### src/design/nbf_pkg.sv
// Shared widths and defaults for the nearest bounded fraction unit.
package nbf_pkg;

    localparam int FIELD_W     = 15;
    localparam int TDATA_W     = 32;
    localparam int MAX_DEN_DEF = 32767;
    localparam int DEN_W_DEF   = $clog2(MAX_DEN_DEF + 1);

endpackage

### src/design/nbf_xmul.sv
// Shared cross-multiply unit: forms a*b and c*d, their difference and their order.
module nbf_xmul #(
    parameter int AW = nbf_pkg::FIELD_W + nbf_pkg::DEN_W_DEF,
    parameter int BW = nbf_pkg::DEN_W_DEF
) (
    input  logic [AW-1:0]    a,
    input  logic [BW-1:0]    b,
    input  logic [BW-1:0]    c,
    input  logic [AW-1:0]    d,
    output logic             lt,
    output logic [AW+BW-1:0] diff
);

    logic [AW+BW-1:0] prod_ab;
    logic [AW+BW-1:0] prod_cd;

    assign prod_ab = (AW+BW)'(a) * (AW+BW)'(b);
    assign prod_cd = (AW+BW)'(c) * (AW+BW)'(d);

    // diff is only taken where the first product is known to be the larger
    assign lt   = prod_ab < prod_cd;
    assign diff = prod_ab - prod_cd;

endmodule

### src/design/nearest_bounded_fraction_unit.sv
// Top level of the nearest bounded fraction unit: sequencer, scan registers and output word.
//
// Finds the nearest other fraction, denominator at most MAX_DEN, to a target
// n/d in (0,1), in lowest terms; zero gives 0/1, one and above give 1/1.
// Input channel s_axis: one word holds numerator (bits 14:0) and denominator
// (bits 29:15); a zero denominator counts as one. Output channel m_axis: one
// word per input word, numerator in bits 14:0, denominator in bits 29:15.
//
// A target strictly between 0 and 1 gives a valid output word only after the
// full denominator scan and the BELOW, ABOVE, PICK and DONE steps. The cost
// is set by the denominator scan: every denominator passes twice through the
// single cross-multiply unit, once for the bound below and once for the bound
// above. Targets of zero, or of one and above, skip the scan and go straight
// to the DONE step. One word is in work at a time; s_axis_tready is high only
// while the sequencer is idle.
// The result sits in an output register, so a new word is taken while an
// earlier result still waits on a stalled receiver. A finished result that
// finds the output register still full holds until m_axis_tready frees it.
// Reset (rst_n low, asynchronous) drops any word in work and any pending
// output; no state carries over from one word to the next.
module nearest_bounded_fraction_unit #(
    parameter int MAX_DEN = nbf_pkg::MAX_DEN_DEF
) (
    input  logic                        clk,
    input  logic                        rst_n,
    input  logic                        s_axis_tvalid,
    output logic                        s_axis_tready,
    // fields from bit 0: numerator_in[14:0], denominator_in[29:15], zero pad
    input  logic [nbf_pkg::TDATA_W-1:0] s_axis_tdata,
    output logic                        m_axis_tvalid,
    input  logic                        m_axis_tready,
    // fields from bit 0: near_numerator[14:0], near_denominator[29:15], zero pad
    output logic [nbf_pkg::TDATA_W-1:0] m_axis_tdata
);

    localparam int FW = nbf_pkg::FIELD_W;
    localparam int TW = nbf_pkg::TDATA_W;
    localparam int KW = $clog2(MAX_DEN + 1);   // denominator scan width
    localparam int AW = FW + KW;               // scaled distance width
    localparam logic [KW-1:0] K_LAST = KW'(MAX_DEN);

    // sequencer codes
    localparam logic [2:0] S_IDLE  = 3'd0;
    localparam logic [2:0] S_LO    = 3'd1;
    localparam logic [2:0] S_HI    = 3'd2;
    localparam logic [2:0] S_BELOW = 3'd3;
    localparam logic [2:0] S_ABOVE = 3'd4;
    localparam logic [2:0] S_PICK  = 3'd5;
    localparam logic [2:0] S_DONE  = 3'd6;

    logic [2:0]    state_reg, state_next;
    logic          out_valid_reg, out_valid_next;
    logic [FW-1:0] out_n_reg, out_n_next;
    logic [FW-1:0] out_d_reg, out_d_next;

    logic [FW-1:0] tn_reg, tn_next;
    logic [FW-1:0] td_reg, td_next;
    logic [KW-1:0] k_reg, k_next;
    logic [KW-1:0] q_reg, q_next;       // floor(k*tn/td)
    logic [FW-1:0] r_reg, r_next;       // k*tn mod td
    logic [KW-1:0] lo_n_reg, lo_n_next;
    logic [KW-1:0] lo_d_reg, lo_d_next;
    logic [KW-1:0] hi_n_reg, hi_n_next;
    logic [KW-1:0] hi_d_reg, hi_d_next;
    logic [AW-1:0] below_reg, below_next;
    logic [AW-1:0] above_reg, above_next;
    logic [FW-1:0] res_n_reg, res_n_next;
    logic [FW-1:0] res_d_reg, res_d_next;

    logic [FW-1:0] in_n;
    logic [FW-1:0] in_d;
    logic [FW-1:0] in_d_eff;
    logic          in_accept;

    logic          exact;
    logic [KW-1:0] c_up;        // smallest c with c/k at or above the target
    logic [KW-1:0] lc;
    logic [KW-1:0] uc;
    logic [FW:0]   r_sum;
    logic          r_wrap;

    logic [AW-1:0]    mul_a;
    logic [KW-1:0]    mul_b;
    logic [KW-1:0]    mul_c;
    logic [AW-1:0]    mul_d;
    logic             mul_lt;
    logic [AW+KW-1:0] mul_diff;

    assign in_n      = s_axis_tdata[FW-1:0];
    assign in_d      = s_axis_tdata[2*FW-1:FW];
    assign in_d_eff  = (in_d == '0) ? FW'(1) : in_d;
    assign in_accept = s_axis_tvalid && s_axis_tready;

    assign s_axis_tready = (state_reg == S_IDLE);
    assign m_axis_tvalid = out_valid_reg;
    assign m_axis_tdata  = {{(TW - 2*FW){1'b0}}, out_d_reg, out_n_reg};

    // candidates for the current denominator; inside the scan 0 < tn < td,
    // so 1 <= c_up <= k and neither candidate leaves the scan width
    assign exact = (r_reg == '0);
    assign c_up  = q_reg + KW'(!exact);
    assign lc    = c_up - KW'(1);
    assign uc    = exact ? c_up + KW'(1) : c_up;

    // advance k*tn by one more tn, one wrap at most since r, tn < td
    assign r_sum  = {1'b0, r_reg} + {1'b0, tn_reg};
    assign r_wrap = r_sum >= {1'b0, td_reg};

    // operand selection for the shared unit
    always_comb
    begin
        mul_a = '0;
        mul_b = '0;
        mul_c = '0;
        mul_d = '0;
        unique case (state_reg)
            S_LO:
            begin
                // lo_n*k < lc*lo_d : candidate lies above the current lower bound
                mul_a = AW'(lo_n_reg);
                mul_b = k_reg;
                mul_c = lc;
                mul_d = AW'(lo_d_reg);
            end
            S_HI:
            begin
                // uc*hi_d < hi_n*k : candidate lies below the current upper bound
                mul_a = AW'(uc);
                mul_b = hi_d_reg;
                mul_c = hi_n_reg;
                mul_d = AW'(k_reg);
            end
            S_BELOW:
            begin
                mul_a = AW'(tn_reg);
                mul_b = lo_d_reg;
                mul_c = lo_n_reg;
                mul_d = AW'(td_reg);
            end
            S_ABOVE:
            begin
                mul_a = AW'(td_reg);
                mul_b = hi_n_reg;
                mul_c = hi_d_reg;
                mul_d = AW'(tn_reg);
            end
            S_PICK:
            begin
                mul_a = below_reg;
                mul_b = hi_d_reg;
                mul_c = lo_d_reg;
                mul_d = above_reg;
            end
            default:
            begin
                mul_a = '0;
            end
        endcase
    end

    nbf_xmul #(
        .AW (AW),
        .BW (KW)
    ) u_xmul (
        .a    (mul_a),
        .b    (mul_b),
        .c    (mul_c),
        .d    (mul_d),
        .lt   (mul_lt),
        .diff (mul_diff)
    );

    always_comb
    begin
        state_next     = state_reg;
        out_valid_next = out_valid_reg;
        out_n_next     = out_n_reg;
        out_d_next     = out_d_reg;
        tn_next        = tn_reg;
        td_next        = td_reg;
        k_next         = k_reg;
        q_next         = q_reg;
        r_next         = r_reg;
        lo_n_next      = lo_n_reg;
        lo_d_next      = lo_d_reg;
        hi_n_next      = hi_n_reg;
        hi_d_next      = hi_d_reg;
        below_next     = below_reg;
        above_next     = above_reg;
        res_n_next     = res_n_reg;
        res_d_next     = res_d_reg;

        // drop the output word once taken; a load below overrides this
        if (out_valid_reg && m_axis_tready)
        begin
            out_valid_next = 1'b0;
        end

        unique case (state_reg)
            S_IDLE:
            begin
                if (in_accept)
                begin
                    tn_next   = in_n;
                    td_next   = in_d_eff;
                    k_next    = KW'(1);
                    q_next    = '0;
                    r_next    = in_n;
                    lo_n_next = '0;
                    lo_d_next = KW'(1);
                    hi_n_next = KW'(1);
                    hi_d_next = KW'(1);
                    priority if (in_n == '0)
                    begin
                        // zero target: the bound below stays 0/1 and wins
                        res_n_next = '0;
                        res_d_next = FW'(1);
                        state_next = S_DONE;
                    end
                    else if (in_n >= in_d_eff)
                    begin
                        // target at or above one: the bound above stays 1/1 and wins
                        res_n_next = FW'(1);
                        res_d_next = FW'(1);
                        state_next = S_DONE;
                    end
                    else
                    begin
                        state_next = S_LO;
                    end
                end
            end
            S_LO:
            begin
                if (mul_lt)
                begin
                    lo_n_next = lc;
                    lo_d_next = k_reg;
                end
                state_next = S_HI;
            end
            S_HI:
            begin
                if (mul_lt)
                begin
                    hi_n_next = uc;
                    hi_d_next = k_reg;
                end
                if (k_reg == K_LAST)
                begin
                    state_next = S_BELOW;
                end
                else
                begin
                    k_next = k_reg + KW'(1);
                    if (r_wrap)
                    begin
                        r_next = FW'(r_sum - {1'b0, td_reg});
                        q_next = q_reg + KW'(1);
                    end
                    else
                    begin
                        r_next = FW'(r_sum);
                    end
                    state_next = S_LO;
                end
            end
            S_BELOW:
            begin
                below_next = AW'(mul_diff);
                state_next = S_ABOVE;
            end
            S_ABOVE:
            begin
                above_next = AW'(mul_diff);
                state_next = S_PICK;
            end
            S_PICK:
            begin
                // bounds only move on a strict gain, so each is already in
                // lowest terms; the upper one wins a tie
                if (mul_lt)
                begin
                    res_n_next = FW'(lo_n_reg);
                    res_d_next = FW'(lo_d_reg);
                end
                else
                begin
                    res_n_next = FW'(hi_n_reg);
                    res_d_next = FW'(hi_d_reg);
                end
                state_next = S_DONE;
            end
            S_DONE:
            begin
                // hold until the output register is free
                if (!out_valid_reg || m_axis_tready)
                begin
                    out_valid_next = 1'b1;
                    out_n_next     = res_n_reg;
                    out_d_next     = res_d_reg;
                    state_next     = S_IDLE;
                end
            end
            default:
            begin
                state_next = S_IDLE;
            end
        endcase
    end

    always_ff @(posedge clk or negedge rst_n)
    begin
        if (!rst_n)
        begin
            state_reg     <= S_IDLE;
            out_valid_reg <= 1'b0;
        end
        else
        begin
            state_reg     <= state_next;
            out_valid_reg <= out_valid_next;
        end
    end

    always_ff @(posedge clk)
    begin
        out_n_reg <= out_n_next;
        out_d_reg <= out_d_next;
        tn_reg    <= tn_next;
        td_reg    <= td_next;
        k_reg     <= k_next;
        q_reg     <= q_next;
        r_reg     <= r_next;
        lo_n_reg  <= lo_n_next;
        lo_d_reg  <= lo_d_next;
        hi_n_reg  <= hi_n_next;
        hi_d_reg  <= hi_d_next;
        below_reg <= below_next;
        above_reg <= above_next;
        res_n_reg <= res_n_next;
        res_d_reg <= res_d_next;
    end

endmodule

### config.mk
export PLATFORM = sky130hd
export DESIGN_NAME = nearest_bounded_fraction_unit
export DESIGN_NICKNAME = d
export VERILOG_FILES = /design/src/design/nbf_pkg.sv /design/src/design/nbf_xmul.sv /design/src/design/nearest_bounded_fraction_unit.sv
export SDC_FILE = /design/constraint.sdc
export NUM_CORES = 2
export LEC_CHECK = 0
export ABC_AREA = 1
export BUFFER_PORTS_ARGS = -buffer_cell sky130_fd_sc_hd__buf_2
export CORE_AREA = 2 2 372 374
export DETAILED_ROUTE_END_ITERATION = 7
export DIE_AREA = 0 0 374 376
export GPL_TIMING_DRIVEN = 0
export PLACE_DENSITY = 0.55
export REMOVE_ABC_BUFFERS = 1
export SLEW_MARGIN = 20
export SYNTH_ARGS = -nofsm -noshare
export SYNTH_HDL_FRONTEND = slang
export SYNTH_SLANG_ARGS = --single-unit
export TNS_END_PERCENT = 100
### constraint.sdc
create_clock -name clk -period 14.5 [get_ports clk]
set_input_delay 2.9 -clock clk [delete_from_list [all_inputs] [get_ports clk]]
set_output_delay 2.9 -clock clk [all_outputs]
set_load 0.02 [all_outputs]
==> results.py <==
metrics = {
    "run_status": {
        "status": "completed",
    },
    "timing": {
        "slew_violations": 0,
        "rsz0062_at_grt": "no",
        "fin_crit_ps": 12230,
        "hold_viol": 0,
        "fmax_mhz": 81.8,
        "fin_worst_skew_ps": 17.9,
        "tightest_slew_ps": 1370,
        "period_share": 0.843,
        "maxSlewHeadroom": 0.0650,
        "setup_tns_ps": 0,
        "finalSetupViolations": 0,
    },
    "route": {
        "drc": 0,
        "vias_per_cell": 5.07,
        "first_pass_iters": 6,
        "wl_mm": 142,
        "wl_per_cell_um": 19.7,
        "drtIter0Drc": 2848,
        "num_vias": 36500,
        "final_antenna_net_count": 0,
    },
    "placement": {
        "portBuffers": 65,
        "gp_congestion": 0.960,
        "hpwl_mm": 117,
    },
    "synthesis": {
        "synth_cell_types": 69,
        "synth_most_common_cell": "inv_1",
        "syn-instance-count": 5438,
        "synthArstFlopShare": 0.0154,
        "synthTopCellsByCount": "inv_1 (1,124), nand2_1 (1,095), fa_1 (727), nor2_1 (534), ha_1 (316)",
        "yosys.area.top_type": "fa_1",
        "ys_seq_area_frac": 0.173,
        "synth_edf_count": 255,
        "synth_mux_area_frac": 0,
        "ys_ff_latch": 259,
        "synth_top_family_by_area": "adder cells",
        "synth_top_cell_area_share": 0.325,
        "synth_area_um2": 44800,
        "synth.area.top_cells": "fa_1 (32%), edfxtp_1 (17%), inv_1 (9.4%), nand2_1 (9.2%), ha_1 (8.8%)",
        "synth-adder-area-share": 0.413,
        "synth_ff_type": "edfxtp_1",
        "synthXorXnorAreaFrac": 0.0254,
        "synth-compound-area-share": 0.0841,
        "ys_warn_count": 0,
        "avgSynthCellArea_um2": 8.24,
        "synthSimpleGateAreaFrac": 0.187,
    },
    "worst_setup_path": {
        "crit_path_start_kind": "flip-flop",
        "r2r-start": "r_reg[0]",
        "worstSetupStartpoint": "r_reg[0]",
        "slowest_delay_ps": 670,
        "cp_data_arrival_time_ps": 12580,
        "reg2reg_depth": 47,
        "timing.rr.end": "lo_d_reg[12]",
        "cp_slowest_cell": "nand2_1",
        "critPathRequiredTime_ps": 14850,
        "end_kind": "flip-flop",
        "endpoint": "lo_d_reg[12]",
        "rrSetupSlack_ps": 2270,
        "path_class": "flip-flop to flip-flop",
        "crit_fanout": 62,
    },
    "global_routing": {
        "grt_pass1_vias": 37800,
        "grt_max_degree": 84,
        "antenna_found_initial": 2,
        "grt_pass1_wl_mm": 223,
        "track_usage": 0.203,
        "grt_overflow_total": 0,
    },
    "floorplanning": {
        "coreArea_um2": 137000,
        "ios": 70,
        "placementRows": 136,
        "die-area_um2": 141000,
        "initial_core_util": 0.328,
        "die_h_um": 376,
        "fp.dieW_um": 374,
    },
    "clock_tree": {
        "clock_path_buffers": 3,
        "cts_sinks": 259,
        "clk_pin_slew_ps": 60,
        "h-tree-depth": 1,
        "tritoncts.num_buffers": 29,
        "tritoncts": "built",
        "cts_root_buf": "clkbuf_16",
        "cts.hold.buffers_added": 0,
        "cts_setup_buffers": 0,
        "cts_resized": 0,
        "clk_latency_ps": 590,
    },
    "final_layout": {
        "nets": 6467,
        "drive_gt1_frac": 0.0577,
        "syn_to_final_growth_pct": 7.93,
        "diodes": 0,
    },
    "worst_hold_path": {
        "hp-class": "flip-flop to flip-flop",
    },
    "job": {
        "maxCapViolations": 0,
    },
}
==> logic make-up (layout without fill, tap and decap cells) <==
| family | count (synthesis) | in the layout |
|---|---|---|
| other | 1 | 2 |
| XOR/XNOR | 130 | 130 |
| AO/OA/AOI/OAI | 656 | 656 |
| adder cells (fa/ha/maj) | 1043 | 1043 |
| flip-flops | 259 | 259 |
| buffers and inverters | 1351 | 1323 |
| AND/OR/NAND/NOR | 1998 | 1998 |
==> worst max-delay path, delay by kind of cell (launching register included) <==
kind                       cells  cell delay, ps
AOI/OAI and AO/OA              1             180
xor gates and xnor gates       2             540
adders and majority gates     10            4250
buffers and inverters          9            1360
DFF                            1             430
and+or+nand+nor               25            5080
==> worst min-delay path by stage <==
stage	from	depth (start not counted)	end	slack [ps]
after floorplan	res_d_reg[0]	0	out_d_reg[0]	400
after global placement	res_d_reg[6]	0	out_d_reg[6]	400
after detailed placement	res_d_reg[0]	0	out_d_reg[0]	400
after CTS	res_d_reg[0]	0	out_d_reg[0]	420
after global routing	res_n_reg[14]	0	out_n_reg[14]	430
final	res_d_reg[0]	0	out_d_reg[0]	420
==> layout by cell type (no fill, tap or decap), drive strengths merged, types with 3 or more instances in the layout <==
| cell type | synthesis | layout |
|---|---|---|
| inv | 1163 | 1165 |
| nand2 | 1130 | 1130 |
| fa | 727 | 727 |
| nor2 | 578 | 578 |
| ha | 316 | 316 |
| a21oi | 282 | 282 |
| edfxtp | 255 | 255 |
| o21ai | 213 | 213 |
| nand3 | 185 | 185 |
| buf | 115 | 98 |
| xor2 | 72 | 72 |
| xnor2 | 58 | 58 |
| nand4 | 37 | 37 |
| nor3 | 36 | 36 |
| clkbuf | 66 | 33 |
| a221oi | 26 | 26 |
| o22ai | 22 | 22 |
| a31oi | 21 | 21 |
| o21bai | 17 | 17 |
| clkinv | 7 | 17 |
| nor4 | 16 | 16 |
| a21o | 11 | 11 |
| a2111oi | 11 | 11 |
| o2111ai | 10 | 10 |
| o21a | 10 | 10 |
| o211ai | 7 | 7 |
| a21boi | 7 | 7 |
| bufinv | 0 | 6 |
| a22oi | 5 | 5 |
| nand3b | 5 | 5 |
| and3 | 4 | 4 |
| clkinvlp | 0 | 4 |
| dfrtp | 4 | 4 |
| a22o | 3 | 3 |
| a211oi | 3 | 3 |
| or2 | 3 | 3 |
==> per-layer routing <==
layer / GRT usage / wire [um]
met1: 0.272 / 61200
met2: 0.353 / 69000
met3: 0.0159 / 7600
met4: 0.0539 / 4160
met5: 0 / 0
==> area by class of cell <==
cell class / count / area (um2)
Clock buffer: 32 / 737
Clock inverter: 22 / 274
Fill cell: 14200 / 88300
Inverter: 1170 / 4390
Multi-Input combinational cell: 3829 / 32000
Sequential cell: 259 / 7760
Tap cell: 1794 / 2240
Timing Repair Buffer: 99 / 993
==> metrics by stage <==
stage	worst slack, ps	area (um2)	hold slack, ps	util	std cells
2_1_floorplan	1790	44000	400	-	5258
3_3_place_gp	-5890	46500	401	0.341	7117
3_5_place_dp	2470	47400	405	0.347	7150
4_1_cts	2410	48400	418	0.354	7204
5_1_grt	1670	48400	426	0.354	7205
6_report	2270	48400	417	0.354	7205
Power is not shown: default switching activity piles up to over one toggle a cycle in this logic, so the estimate is an artifact.
